### src/rtl/core/sha1md_pkg.sv
// Types and constants of the SHA-1 message digest block.
// No dependencies; imported by the front end, queue, core, top level and checker.
`timescale 1ns / 1ps

package sha1md_pkg;

  // Command classes that the front end sends to the core
  typedef enum logic [1:0] {
    OP_BYTE,
    OP_BYTE_LAST,
    OP_LAST
  } op_t;

  typedef struct packed {
    op_t        op;
    logic [7:0] data;
  } q_item_t;

  typedef struct packed {
    logic full;
    logic empty;
  } q_stat_t;

  typedef enum logic [2:0] {
    ST_IDLE,
    ST_PAD,
    ST_ROUND,
    ST_FOLD,
    ST_EMIT
  } core_state_t;

  typedef enum logic [1:0] {
    PH_MARK,
    PH_ZERO,
    PH_LEN
  } pad_phase_t;

  // Initial hash values, element 0 is H0
  localparam logic [4:0][31:0] H_INIT = {
    32'hC3D2E1F0, 32'h10325476, 32'h98BADCFE, 32'hEFCDAB89, 32'h67452301
  };

  localparam logic [31:0] K_0 = 32'h5A827999;
  localparam logic [31:0] K_1 = 32'h6ED9EBA1;
  localparam logic [31:0] K_2 = 32'h8F1BBCDC;
  localparam logic [31:0] K_3 = 32'hCA62C1D6;

  localparam logic [7:0] PAD_MARK      = 8'h80;
  localparam logic [5:0] POS_BLOCK_END = 6'd63;
  localparam logic [5:0] POS_LEN_START = 6'd56;
  localparam logic [2:0] LEN_LAST_IDX  = 3'd7;
  localparam logic [2:0] LAST_WORD_IDX = 3'd4;

  localparam logic [6:0] RND_GROUP_1 = 7'd20;
  localparam logic [6:0] RND_GROUP_2 = 7'd40;
  localparam logic [6:0] RND_GROUP_3 = 7'd60;
  localparam logic [6:0] RND_LAST    = 7'd79;

endpackage

### src/rtl/core/sha1md_if.sv
// Valid/ready channel interfaces of the SHA-1 digest block: message bytes in,
// digest words out. Depend on nothing but the language.
`timescale 1ns / 1ps

interface sha1md_in_if;
  logic       valid;
  logic       ready;
  logic [7:0] data_byte;
  logic       byte_valid;
  logic       last_item;

  modport source (output valid, output data_byte, output byte_valid,
                  output last_item, input ready);
  modport sink   (input valid, input data_byte, input byte_valid,
                  input last_item, output ready);
endinterface

interface sha1md_out_if;
  logic        valid;
  logic        ready;
  logic [31:0] digest_word;
  logic [2:0]  word_index;
  logic        last_word;

  modport source (output valid, output digest_word, output word_index,
                  output last_word, input ready);
  modport sink   (input valid, input digest_word, input word_index,
                  input last_word, output ready);
endinterface

### src/rtl/core/sha1md_front.sv
// Front end: takes input beats, drops idle items and classifies the rest.
// Uses sha1md_pkg and the input channel interface.
`timescale 1ns / 1ps

module sha1md_front (
  sha1md_in_if.sink         in_ch,
  input  sha1md_pkg::q_stat_t q_stat,
  output logic              push,
  output sha1md_pkg::q_item_t push_item
);
  import sha1md_pkg::*;

  // Accept whenever the queue has room
  assign in_ch.ready = !q_stat.full;

  // Queue only items that carry a byte or end the message
  assign push = in_ch.valid && in_ch.ready && (in_ch.byte_valid || in_ch.last_item);

  // Classify the beat
  always_comb begin
    push_item.data = in_ch.data_byte;
    unique case ({in_ch.byte_valid, in_ch.last_item})
      2'b10:   push_item.op = OP_BYTE;
      2'b11:   push_item.op = OP_BYTE_LAST;
      2'b01:   push_item.op = OP_LAST;
      default: push_item.op = OP_BYTE;
    endcase
  end

endmodule

### src/rtl/core/sha1md_fifo.sv
// Short command queue between the front end and the compression core.
// Uses the item and status types of sha1md_pkg.
`timescale 1ns / 1ps

module sha1md_fifo #(
  parameter int DEPTH = 4
) (
  input  logic                clk,
  input  logic                rst_n,
  input  logic                push,
  input  sha1md_pkg::q_item_t push_item,
  input  logic                pop,
  output sha1md_pkg::q_item_t pop_item,
  output sha1md_pkg::q_stat_t stat
);
  import sha1md_pkg::*;

  localparam int PTR_W = (DEPTH > 1) ? $clog2(DEPTH) : 1;
  localparam int CNT_W = $clog2(DEPTH + 1);
  localparam logic [PTR_W-1:0] PTR_LAST = PTR_W'(DEPTH - 1);
  localparam logic [CNT_W-1:0] CNT_FULL = CNT_W'(DEPTH);

  q_item_t           mem_r [DEPTH];
  logic [PTR_W-1:0]  wr_ptr_r, wr_ptr_nxt;
  logic [PTR_W-1:0]  rd_ptr_r, rd_ptr_nxt;
  logic [CNT_W-1:0]  cnt_r, cnt_nxt;

  assign pop_item   = mem_r[rd_ptr_r];
  assign stat.full  = (cnt_r == CNT_FULL);
  assign stat.empty = (cnt_r == '0);

  // Advance pointers and occupancy
  always_comb begin
    wr_ptr_nxt = wr_ptr_r;
    rd_ptr_nxt = rd_ptr_r;
    if (push) begin
      wr_ptr_nxt = (wr_ptr_r == PTR_LAST) ? '0 : wr_ptr_r + 1'b1;
    end
    if (pop) begin
      rd_ptr_nxt = (rd_ptr_r == PTR_LAST) ? '0 : rd_ptr_r + 1'b1;
    end
    unique case ({push, pop})
      2'b10:   cnt_nxt = cnt_r + 1'b1;
      2'b01:   cnt_nxt = cnt_r - 1'b1;
      default: cnt_nxt = cnt_r;
    endcase
  end

  always_ff @(posedge clk) begin
    if (!rst_n) begin
      wr_ptr_r <= '0;
      rd_ptr_r <= '0;
      cnt_r    <= '0;
    end else begin
      wr_ptr_r <= wr_ptr_nxt;
      rd_ptr_r <= rd_ptr_nxt;
      cnt_r    <= cnt_nxt;
    end
  end

  // Store the entry
  always_ff @(posedge clk) begin
    if (push) begin
      mem_r[wr_ptr_r] <= push_item;
    end
  end

endmodule

### src/rtl/core/sha1md_core.sv
// Back end: packs bytes into the block, pads, runs the 80 rounds and emits
// the digest. Uses sha1md_pkg and the output channel interface.
`timescale 1ns / 1ps

module sha1md_core (
  input  logic                clk,
  input  logic                rst_n,
  input  sha1md_pkg::q_stat_t q_stat,
  input  sha1md_pkg::q_item_t q_item,
  output logic                pop,
  sha1md_out_if.source        out_ch
);
  import sha1md_pkg::*;

  function automatic logic [31:0] round_f(input logic [6:0]  rnd,
                                          input logic [31:0] b,
                                          input logic [31:0] c,
                                          input logic [31:0] d);
    logic [31:0] f;
    priority if (rnd < RND_GROUP_1) f = (b & c) | (~b & d);
    else if (rnd < RND_GROUP_2)     f = b ^ c ^ d;
    else if (rnd < RND_GROUP_3)     f = (b & c) | (b & d) | (c & d);
    else                            f = b ^ c ^ d;
    return f;
  endfunction

  function automatic logic [31:0] round_k(input logic [6:0] rnd);
    logic [31:0] k;
    priority if (rnd < RND_GROUP_1) k = K_0;
    else if (rnd < RND_GROUP_2)     k = K_1;
    else if (rnd < RND_GROUP_3)     k = K_2;
    else                            k = K_3;
    return k;
  endfunction

  core_state_t state_r, state_nxt;
  pad_phase_t  phase_r, phase_nxt;

  logic [5:0]  pos_r;
  logic [63:0] bit_cnt_r;
  logic [31:0] h_r [5];
  logic [6:0]  rnd_r;
  logic [2:0]  len_idx_r;
  logic        pad_act_r;
  logic        final_r;
  logic [2:0]  emit_cnt_r;
  logic        out_valid_r;

  logic [23:0] acc_r;
  logic [31:0] w_r [16];
  logic [31:0] a_r, b_r, c_r, d_r, e_r;
  logic [31:0] out_word_r;
  logic [2:0]  out_idx_r;
  logic        out_last_r;

  logic        place;
  logic [7:0]  place_val;
  logic        take_last;
  logic        blk_full;
  logic        out_ld;
  logic        emit_done;
  logic [5:0]  pos_inc;
  logic [31:0] t_val;
  logic [31:0] w_mix;
  logic [31:0] w_new;

  assign pos_inc   = pos_r + 6'd1;
  assign blk_full  = place && (pos_r == POS_BLOCK_END);
  assign emit_done = out_ld && (emit_cnt_r == LAST_WORD_IDX);

  // Round datapath and message schedule
  assign t_val = {a_r[26:0], a_r[31:27]} + round_f(rnd_r, b_r, c_r, d_r) + e_r
                 + round_k(rnd_r) + w_r[0];
  assign w_mix = w_r[13] ^ w_r[8] ^ w_r[2] ^ w_r[0];
  assign w_new = {w_mix[30:0], w_mix[31]};

  // Next state
  always_comb begin
    state_nxt = state_r;
    unique case (state_r)
      ST_IDLE: begin
        if (blk_full) begin
          state_nxt = ST_ROUND;
        end else if (take_last) begin
          state_nxt = ST_PAD;
        end
      end
      ST_PAD: begin
        if (blk_full) begin
          state_nxt = ST_ROUND;
        end
      end
      ST_ROUND: begin
        if (rnd_r == RND_LAST) begin
          state_nxt = ST_FOLD;
        end
      end
      ST_FOLD: begin
        if (final_r) begin
          state_nxt = ST_EMIT;
        end else if (pad_act_r) begin
          state_nxt = ST_PAD;
        end else begin
          state_nxt = ST_IDLE;
        end
      end
      ST_EMIT: begin
        if (emit_done) begin
          state_nxt = ST_IDLE;
        end
      end
      default: state_nxt = ST_IDLE;
    endcase
  end

  // State outputs: queue pop, byte placement, output load
  always_comb begin
    pop       = 1'b0;
    place     = 1'b0;
    place_val = '0;
    take_last = 1'b0;
    out_ld    = 1'b0;
    unique case (state_r)
      ST_IDLE: begin
        pop       = !q_stat.empty;
        place     = pop && (q_item.op == OP_BYTE || q_item.op == OP_BYTE_LAST);
        place_val = q_item.data;
        take_last = pop && (q_item.op == OP_BYTE_LAST || q_item.op == OP_LAST);
      end
      ST_PAD: begin
        place = 1'b1;
        unique case (phase_r)
          PH_MARK: place_val = PAD_MARK;
          PH_LEN:  place_val = bit_cnt_r[{~len_idx_r, 3'b000} +: 8];
          default: place_val = '0;
        endcase
      end
      ST_EMIT: begin
        out_ld = !out_valid_r || out_ch.ready;
      end
      default: ;
    endcase
  end

  // Padding phase after each placed pad byte
  always_comb begin
    phase_nxt = phase_r;
    if (take_last) begin
      phase_nxt = PH_MARK;
    end else if (state_r == ST_PAD && phase_r != PH_LEN) begin
      phase_nxt = (pos_inc == POS_LEN_START) ? PH_LEN : PH_ZERO;
    end
  end

  // Control registers
  always_ff @(posedge clk) begin
    if (!rst_n) begin
      state_r     <= ST_IDLE;
      phase_r     <= PH_MARK;
      pos_r       <= '0;
      bit_cnt_r   <= '0;
      for (int i = 0; i < 5; i++) begin
        h_r[i] <= H_INIT[i];
      end
      rnd_r       <= '0;
      len_idx_r   <= '0;
      pad_act_r   <= 1'b0;
      final_r     <= 1'b0;
      emit_cnt_r  <= '0;
      out_valid_r <= 1'b0;
    end else begin
      state_r <= state_nxt;
      phase_r <= phase_nxt;

      if (place) begin
        pos_r <= pos_inc;
      end
      if (state_r == ST_IDLE && place) begin
        bit_cnt_r <= bit_cnt_r + 64'd8;
      end

      // Start padding on the end of the message
      if (take_last) begin
        pad_act_r <= 1'b1;
        len_idx_r <= '0;
      end
      if (state_r == ST_PAD && phase_r == PH_LEN) begin
        len_idx_r <= len_idx_r + 3'd1;
        if (len_idx_r == LEN_LAST_IDX) begin
          final_r <= 1'b1;
        end
      end

      // Count rounds
      if (blk_full) begin
        rnd_r <= '0;
      end else if (state_r == ST_ROUND) begin
        rnd_r <= rnd_r + 7'd1;
      end

      // Fold the working words into the hash
      if (state_r == ST_FOLD) begin
        h_r[0] <= h_r[0] + a_r;
        h_r[1] <= h_r[1] + b_r;
        h_r[2] <= h_r[2] + c_r;
        h_r[3] <= h_r[3] + d_r;
        h_r[4] <= h_r[4] + e_r;
      end

      // Hand out digest words; restore for the next message after the last
      if (out_ld) begin
        out_valid_r <= 1'b1;
        emit_cnt_r  <= emit_done ? 3'd0 : emit_cnt_r + 3'd1;
      end else if (out_ch.ready) begin
        out_valid_r <= 1'b0;
      end
      if (emit_done) begin
        for (int i = 0; i < 5; i++) begin
          h_r[i] <= H_INIT[i];
        end
        bit_cnt_r <= '0;
        pad_act_r <= 1'b0;
        final_r   <= 1'b0;
      end
    end
  end

  // Block buffer, working words and output register
  always_ff @(posedge clk) begin
    if (place) begin
      acc_r <= {acc_r[15:0], place_val};
      if (pos_r[1:0] == 2'b11) begin
        for (int i = 0; i < 15; i++) begin
          w_r[i] <= w_r[i + 1];
        end
        w_r[15] <= {acc_r, place_val};
      end
    end else if (state_r == ST_ROUND) begin
      for (int i = 0; i < 15; i++) begin
        w_r[i] <= w_r[i + 1];
      end
      w_r[15] <= w_new;
    end

    if (blk_full) begin
      a_r <= h_r[0];
      b_r <= h_r[1];
      c_r <= h_r[2];
      d_r <= h_r[3];
      e_r <= h_r[4];
    end else if (state_r == ST_ROUND) begin
      e_r <= d_r;
      d_r <= c_r;
      c_r <= {b_r[1:0], b_r[31:2]};
      b_r <= a_r;
      a_r <= t_val;
    end

    if (out_ld) begin
      out_word_r <= h_r[emit_cnt_r];
      out_idx_r  <= emit_cnt_r;
      out_last_r <= emit_done;
    end
  end

  assign out_ch.valid       = out_valid_r;
  assign out_ch.digest_word = out_word_r;
  assign out_ch.word_index  = out_idx_r;
  assign out_ch.last_word   = out_last_r;

endmodule

### src/rtl/core/sha1_message_digest.sv
// Top level of the SHA-1 message digest block: front end, command queue and
// compression core. Uses sha1md_pkg, the channel interfaces and all submodules.
`timescale 1ns / 1ps

// SHA-1 over a byte stream. Each input beat carries one message byte
// (byte_valid) and an end-of-message flag (last_item); a final beat without a
// byte is allowed, so an empty message hashes correctly, and beats with neither
// flag are dropped. Beats land in a QUEUE_DEPTH-entry queue; while idle the core
// drains one byte per cycle from it, and each full 64-byte block then runs through
// the single round unit (80 rounds, one per cycle, then a fold into the hash),
// during which no bytes are drained. On the final beat the core writes padding
// one byte per cycle (9 to 72 bytes; each block it completes goes through the
// rounds and the fold) and then presents the five digest words H0..H4 on the
// output channel, word_index 0..4 with last_word on the fifth, through an
// output register. Input is taken while the queue has room, also while digest
// words wait for the sink.

module sha1_message_digest #(
  parameter int QUEUE_DEPTH = 4
) (
  input  logic         clk,
  input  logic         rst_n,
  sha1md_in_if.sink    in_ch,
  sha1md_out_if.source out_ch
);
  import sha1md_pkg::*;

  q_stat_t q_stat;
  q_item_t push_item;
  q_item_t pop_item;
  logic    push;
  logic    pop;

  sha1md_front u_front (
    .in_ch     (in_ch),
    .q_stat    (q_stat),
    .push      (push),
    .push_item (push_item)
  );

  sha1md_fifo #(
    .DEPTH (QUEUE_DEPTH)
  ) u_fifo (
    .clk       (clk),
    .rst_n     (rst_n),
    .push      (push),
    .push_item (push_item),
    .pop       (pop),
    .pop_item  (pop_item),
    .stat      (q_stat)
  );

  sha1md_core u_core (
    .clk    (clk),
    .rst_n  (rst_n),
    .q_stat (q_stat),
    .q_item (pop_item),
    .pop    (pop),
    .out_ch (out_ch)
  );

endmodule

### src/flat_wrapper.sv
// flat-port wrapper written by rule: the top's interface ports become plain ports
module sha1_message_digest_flat import sha1md_pkg::*;
#(
  parameter int QUEUE_DEPTH = 4
)
  (clk, rst_n, in_ch_valid, in_ch_data_byte, in_ch_byte_valid, in_ch_last_item, in_ch_ready, out_ch_valid, out_ch_digest_word, out_ch_word_index, out_ch_last_word, out_ch_ready);
  sha1md_in_if in_ch_i ();
  sha1md_out_if out_ch_i ();
  input  logic clk;
  input  logic rst_n;
  input wire logic [$bits(in_ch_i.valid)-1:0] in_ch_valid;
  input wire logic [$bits(in_ch_i.data_byte)-1:0] in_ch_data_byte;
  input wire logic [$bits(in_ch_i.byte_valid)-1:0] in_ch_byte_valid;
  input wire logic [$bits(in_ch_i.last_item)-1:0] in_ch_last_item;
  output wire logic [$bits(in_ch_i.ready)-1:0] in_ch_ready;
  output wire logic [$bits(out_ch_i.valid)-1:0] out_ch_valid;
  output wire logic [$bits(out_ch_i.digest_word)-1:0] out_ch_digest_word;
  output wire logic [$bits(out_ch_i.word_index)-1:0] out_ch_word_index;
  output wire logic [$bits(out_ch_i.last_word)-1:0] out_ch_last_word;
  input wire logic [$bits(out_ch_i.ready)-1:0] out_ch_ready;
  assign in_ch_i.valid = in_ch_valid;
  assign in_ch_i.data_byte = in_ch_data_byte;
  assign in_ch_i.byte_valid = in_ch_byte_valid;
  assign in_ch_i.last_item = in_ch_last_item;
  assign in_ch_ready = in_ch_i.ready;
  assign out_ch_valid = out_ch_i.valid;
  assign out_ch_digest_word = out_ch_i.digest_word;
  assign out_ch_word_index = out_ch_i.word_index;
  assign out_ch_last_word = out_ch_i.last_word;
  assign out_ch_i.ready = out_ch_ready;
  sha1_message_digest #(.QUEUE_DEPTH(QUEUE_DEPTH)) u_core (.clk(clk), .rst_n(rst_n), .in_ch(in_ch_i), .out_ch(out_ch_i));
endmodule
### config.mk
export PLATFORM = sky130hd
export DESIGN_NAME = sha1_message_digest_flat
export DESIGN_NICKNAME = d
export VERILOG_FILES = /design/src/rtl/core/sha1md_pkg.sv /design/src/rtl/core/sha1md_if.sv /design/src/rtl/core/sha1md_front.sv /design/src/rtl/core/sha1md_fifo.sv /design/src/rtl/core/sha1md_core.sv /design/src/rtl/core/sha1_message_digest.sv /design/src/flat_wrapper.sv
export SDC_FILE = /design/constraint.sdc
export NUM_CORES = 2
export LEC_CHECK = 0
export ABC_AREA = 1
export BUFFER_PORTS_ARGS = -buffer_cell sky130_fd_sc_hd__buf_2
export CORE_ASPECT_RATIO = 0.6
export CORE_UTILIZATION = 45
export CTS_CLUSTER_DIAMETER = 30
export DETAILED_ROUTE_END_ITERATION = 12
export PLACE_DENSITY_LB_ADDON = 0.05
export SYNTH_ARGS = -nofsm -noshare
export SYNTH_HDL_FRONTEND = slang
export SYNTH_SLANG_ARGS = --single-unit
### constraint.sdc
create_clock -name clk -period 14.4 [get_ports clk]
set_clock_uncertainty 0.2 [all_clocks]
set_input_delay 2.88 -clock clk [delete_from_list [all_inputs] [get_ports clk]]
set_output_delay 2.88 -clock clk [all_outputs]
set_load 0.05 [all_outputs]
# Word level (Yosys, flattened, before mapping)
# Memories as Yosys holds them, arrays and structs flattened. A register that Yosys moved wholly into a read port is not among the register bits.
# Cells that the tools add are included.
word_totals:
  regBits: 286
  mem_bits_rw: 712
  inputBits: 14
  out_inout_bits: 38
  memories: 3
mem_list:
  columns: ["memory", "words", "width", "read_ports", "rd_ports_with_merged_regs", "wr", "line_no", "text"]
  rows:
  - ["u_core.u_core.w_r", 16, 32, 16, 0, 16, "sha1md_core.sv:50", "logic [31:0] w_r [16];"]
  - ["u_core.u_core.h_r", 5, 32, 6, 1, 5, "sha1md_core.sv:41", "logic [31:0] h_r [5];"]
  - ["u_core.u_fifo.mem_r", 4, 10, 1, 1, 1, "sha1md_fifo.sv:23", "q_item_t mem_r [DEPTH];"]
op_classes:
  n_addsub: 18
  n_lt_le_gt_ge: 3
  eq_ne: 25
  shifts: 1
  n_mux: 83
  n_bitwise: 41
  reduce_logical: 29
op_table:
  columns: ["cell", "count"]
  rows:
  - ["two-way mux 32 bit", 41]
  - ["adder 32 bit", 9]
  - ["XOR 32 bit", 5]
  - ["AND 32 bit", 4]
  - ["bitwise OR 32 bit", 3]
  - ["adder 64 x 4 -> 64 bit, second input constant", 1]
  - ["variable part select 64 x 7 -> 8 bit", 1]
  - ["NOT 32 bit", 1]
  - ["one-hot mux 8 bit (2 select lines)", 2]
  - ["two-way mux 31 bit", 1]
  - ["two-way mux 3 bit", 9]
  - ["bitwise OR 1 bit", 26]
  - ["two-way mux 1 bit", 21]
  - ["one-hot mux 3 bit (5 select lines)", 1]
  - ["== test 2 bit, second input constant", 7]
  - ["less-than comparator 7 x 6 -> 1 bit, second input constant", 2]
  - ["== test 3 bit, second input constant", 4]
  - ["== test 6 bit, second input constant", 2]
  - ["two-way mux 2 bit", 5]
  - ["adder 3 x 1 -> 3 bit, second input constant", 3]
  - ["logical AND 1 bit", 9]
  - ["!= test 2 bit, second input constant", 4]
  - ["nonzero test 2 bit", 4]
  - ["adder 7 x 1 -> 7 bit, second input constant", 1]
  - ["other kinds (21)", 34]

# Depth between registers and ports, before layout
logic_depth:
  depth_word: 12
  ltp_mapped: 27
  ltp_nobuf: 26

# Modules after synthesis
# Synthesis repeated with hierarchy kept, for this count alone.
unflattened:
  cells_unflattened: 5697
  hier_area_um2: 55215.5
modules_own_cells:
  columns: ["module", "instances", "cells_per_inst", "area_each_um2", "seq_area_each_um2"]
  rows:
  - ["sha1md_core", 1, 5524, 53164.7, 28547.4]
  - ["sha1md_fifo", 1, 157, 1960.6, 1381.3]
  - ["sha1md_front", 1, 16, 90.1, 0.0]

# Least setup slack after synthesis
# Ideal clock, no wire load.
synth_path:
  path_kind: "reg2reg"
  from: "reg (tool-made name)"
  to: "mem u_core.u_core.w_r[0][0] (enable)"
  setup_time_ns: 3.657
  t_arrival_ns: 10.021
  slack_ns: 0.523
  stages_incl_launch_ff: 13
  n_path_buf: 2
  synth_period_minus_slack_ns: 13.877
  cell_sequence: "dfxtp_1 -> clkbuf_1 -> inv_1 -> clkbuf_1 -> a32oi_1 -> inv_1 -> ha_1 -> nor2_1 -> nor2_4 -> inv_2 -> nand2_2 -> nand2_1 -> nand2_1"
synth_rtl:
  columns: ["item", "line_no"]
  rows:
  - ["end: declaration", "sha1md_core.sv:50"]

# Final worst setup path
layout_path:
  from: "reg u_core.u_core.rnd_r[4]"
  to: "reg u_core.u_core.a_r[29], data pin"
layout_between:
  elab_chain_cells: 10
  word_cells_on_any_way: 15
  classes_between: "add/sub (4); order compare (3); mux (8)"
layout_rtl:
  columns: ["item", "line_no", "text"]
  rows:
  - ["start: declaration", "sha1md_core.sv:42", "logic [6:0] rnd_r;"]
  - ["start signal: assignment", "sha1md_core.sv:198", "rnd_r <= rnd_r + 7'd1;"]
  - ["less-than comparator 7 x 6 -> 1 bit", "sha1md_core.sv:22, sha1md_core.sv:31", null]
  - ["two-way mux 32 bit", "sha1md_core.sv:22", "else if (rnd < RND_GROUP_3) f = (b & c) | (b & d) | (c & d);"]
  - ["two-way mux 32 bit", "sha1md_core.sv:21", "else if (rnd < RND_GROUP_2) f = b ^ c ^ d;"]
  - ["two-way mux 32 bit", "sha1md_core.sv:20", "priority if (rnd < RND_GROUP_1) f = (b & c) | (~b & d);"]
  - ["adder 32 bit (2 in series)", "sha1md_core.sv:72", "assign t_val = {a_r[26:0], a_r[31:27]} + round_f(rnd_r, b_r, c_r, d_r) + e_r"]
  - ["adder 32 bit * (2 in series)", "sha1md_core.sv:73", "+ round_k(rnd_r) + w_r[0];"]
  - ["two-way mux 32 bit *", "sha1md_core.sv:251", "end else if (state_r == ST_ROUND) begin"]
  - ["two-way mux 32 bit *", "sha1md_core.sv:245", "if (blk_full) begin"]
  - ["end signal: assignment", "sha1md_core.sv:246", "a_r <= h_r[0];"]
  - ["end signal: assignment", "sha1md_core.sv:256", "a_r <= t_val;"]
  - ["end: declaration", "sha1md_core.sv:51", "logic [31:0] a_r, b_r, c_r, d_r, e_r;"]
# Mark *: on every way between the ends. The rest lies on a longest branch, timed or not. The select of a mux whose other input is x is not followed.
# A chain may end at the register's enable or synchronous reset.

==> flow_summary.ini <==
[clock_network]
ctsHtreeMaxLevel = 4
hold_buffers = 0
cts_max_path_buffers = 3
numCtsBuffers = 169
cts_resized = 0
clkSlewWorstSetupHoldPaths_ns = 0.06
cts_setup_buffers = 0
cts_tree = yes
clock_latency_ns = 0.79
cts.sinks = 1029
cts-root-buf = clkbuf_16

[pwr]
leakagePower_nw = 24.3
ir_drop_mv = 0.118
p_per_area_mw_per_mm2 = 134

[route]
drt-initial-drc-count = 6651
post_drt_wl_per_cell_um = 27.5
drt-total-wl_mm = 211
drt-pass1-iter-count = 7
wl_met2_mm = 64.3
dr_wl_met3_mm = 36.4
drcViolationCount = 0
ant_nets = 0
highest_layer = met5
via_per_inst = 5.74
vias = 43900
wl_met1_mm = 106

[cells_and_area]
mostFrequentLayoutCells = nand2_1 (1306), edfxtp_1 (932), inv_1 (701)
fillers = 11200
fin_nets = 6260
drive_above_1_share_pct = 6.93
syn_to_final_growth_pct = 14.3
layout.cells.most_common = nand2_1

[global_routing]
grt.total_usage_pct = 33.5
antenna_found_initial = 6
grt_max_degree = 183
grt_pass1_wl_mm = 294
grt-ovfl-total = 0
grt_pass1_vias = 39000

[logic_synthesis]
syn_inst = 5763
synth_edf_count = 932
synth_seq_cells = 1029
ys_dominant_reg_cell = edfxtp_1
yosys_warnings = 0
async_flop_share_pct = 0
synth.avg_cell_area_um2 = 9.63
seq_area_frac_synth_pct = 53.9
syn_area_mm2 = 0.0555
synth_cell_type_count = 52
syn-num-nets = 6138

[flow_run]
drv_cap = 0

[floorplan]
die_width_um = 455
rows = 99
coreArea_mm2 = 0.122
die_h_um = 274
ios = 52
start_util_pct = 45.5
die-area_mm2 = 0.125

[critical_path]
reg2reg_from = u_core.u_core.rnd_r[4]
cp_slowest_stage_delay_ns = 0.60
cp.buffers_inverters = 4
cp.required_ns = 14.73
path_cells = o21ai_0 > nand2_1 > nand2_2 > buf_4 > nand2_1 > buf_4 > o22ai_1 > a21oi_1 > fa_1 > fa_1 > inv_1 > fa_1 > inv_1 > ha_1 > nand2_1 > nor2_1 > o21ai_0 > nand3_1 > nand2_1 > nand2_1 > nand2_1 > nand3_1 > nand2_1
crit_slowest_cell = nand2_1
crit_fanout = 35
worstSetupPathType = flop to flop
cp-startpoint = u_core.u_core.rnd_r[4]
crit_top_cell = nand2_1
end_kind = flop
cp_top_family = simple AND/OR/NAND/NOR gates
worstPathArrival_ns = 7.20
rrSetupSlack_ns = 7.53
startpoint_type = flop

[timing]
hold_violations = 0
max_slew_margin_pct = 6.92
tightest_slew_ns = 1.38
setup_viol = 0
max_freq_mhz = 146
rsz0062_at_grt = no
post-route-min-period_ns = 6.87
whs_ns = 0.208
fin_crit_sh_pct = 47.7
drv_slew = 0
tns_ns = 0

[place]
hpwl_mm = 162
io_buffers = 51
place_congestion = 1.18

[worst_hold_path]
hold_path_startpoint = u_core.u_core.w_r[1][80]
hold_class = flop to flop

[run_status]
status = complete, no violations
==> cell type report <==
type | count | area [µm²] | share of cell area, %
Antenna cell | 7 | 17.5 | 0.0276
Clock buffer | 195 | 4410 | 6.95
Clock inverter | 120 | 1550 | 2.44
Inverter | 712 | 2680 | 4.22
Multi-Input combinational cell | 3892 | 22300 | 35.2
Sequential cell | 1029 | 29900 | 47.2
Tap cell | 1616 | 2020 | 3.19
Timing Repair Buffer | 81 | 518 | 0.816
==> logic make-up (layout without fill, tap and decap cells) <==
family / after synthesis / after routing / share of synthesized area, %
xor gates and xnor gates: 152 / 152 / 2.40
other: 0 / 7 / 0
AOI/OAI and AO/OA: 1109 / 1109 / 11.1
buffers and inverters: 842 / 1108 / 5.93
adders and majority gates: 361 / 361 / 9.84
and+or+nand+nor: 2270 / 2270 / 16.8
DFF: 1029 / 1029 / 53.9
==> state kept, by name (all words and copies together), names as in the netlist, 40 cells and up, named ones only <==
name / cells
u_core.u_core.h_r: 160
u_core.u_fifo.mem_r: 40
u_core.u_core.bit_cnt_r: 61
u_core.u_core.w_r: 512
==> path summary, 6_finish.rpt <==
path / endpoint / cells past startpoint
setup / recovery: u_core.u_core.a_r[29] / 23
hold / removal: u_core.u_core.w_r[1][48] / 0
setup reg to reg: u_core.u_core.a_r[29] / 23
hold reg to reg: u_core.u_core.w_r[1][48] / 0
==> routing by layer <==
layer,vias up,track usage (%)
li1,19900,-
met1,21300,55.3
met2,2459,33.9
met3,197,19.8
met4,10,6.07
met5,-,2.74
==> synthesized netlist by cell type (65+ instances only) <==
| cell | n | area (µm²) |
|---|---|---|
| nand3_1 | 269 | 1350 |
| fa_1 | 126 | 2520 |
| a21oi_1 | 465 | 2330 |
| edfxtp_1 | 932 | 28000 |
| nor3_1 | 65 | 325 |
| nor2_1 | 497 | 1870 |
| nand2_1 | 1309 | 4910 |
| inv_1 | 703 | 2640 |
| o21ai_0 | 339 | 1700 |
| ha_1 | 235 | 2940 |
| xnor2_1 | 118 | 1030 |
| dfxtp_1 | 97 | 1940 |
==> report_power, final <==
part / switching, mW / internal, mW
logic: 0.540 / 0.167
clock network: 1.59 / 2.64
registers: 0.103 / 3.45
total: 2.23 / 6.26
==> through the flow <==
step / std cells / utilization [%] / setup slack (ns) / total power, mW / instance area [µm²]
6_report: 7652 / 52.1 / 7.53 / 8.49 / 63500
3_3_place_gp: 7330 / 47.2 / 7.64 / 4.29 / 57500
2_1_floorplan: 5763 / - / 0.523 / 4.08 / 55500
5_1_grt: 7645 / 52.0 / 7.24 / 8.75 / 63400
3_5_place_dp: 7330 / 47.2 / 7.58 / 4.30 / 57500
4_1_cts: 7645 / 52.0 / 7.83 / 8.53 / 63400
Power figures use the tool's default switching activity.
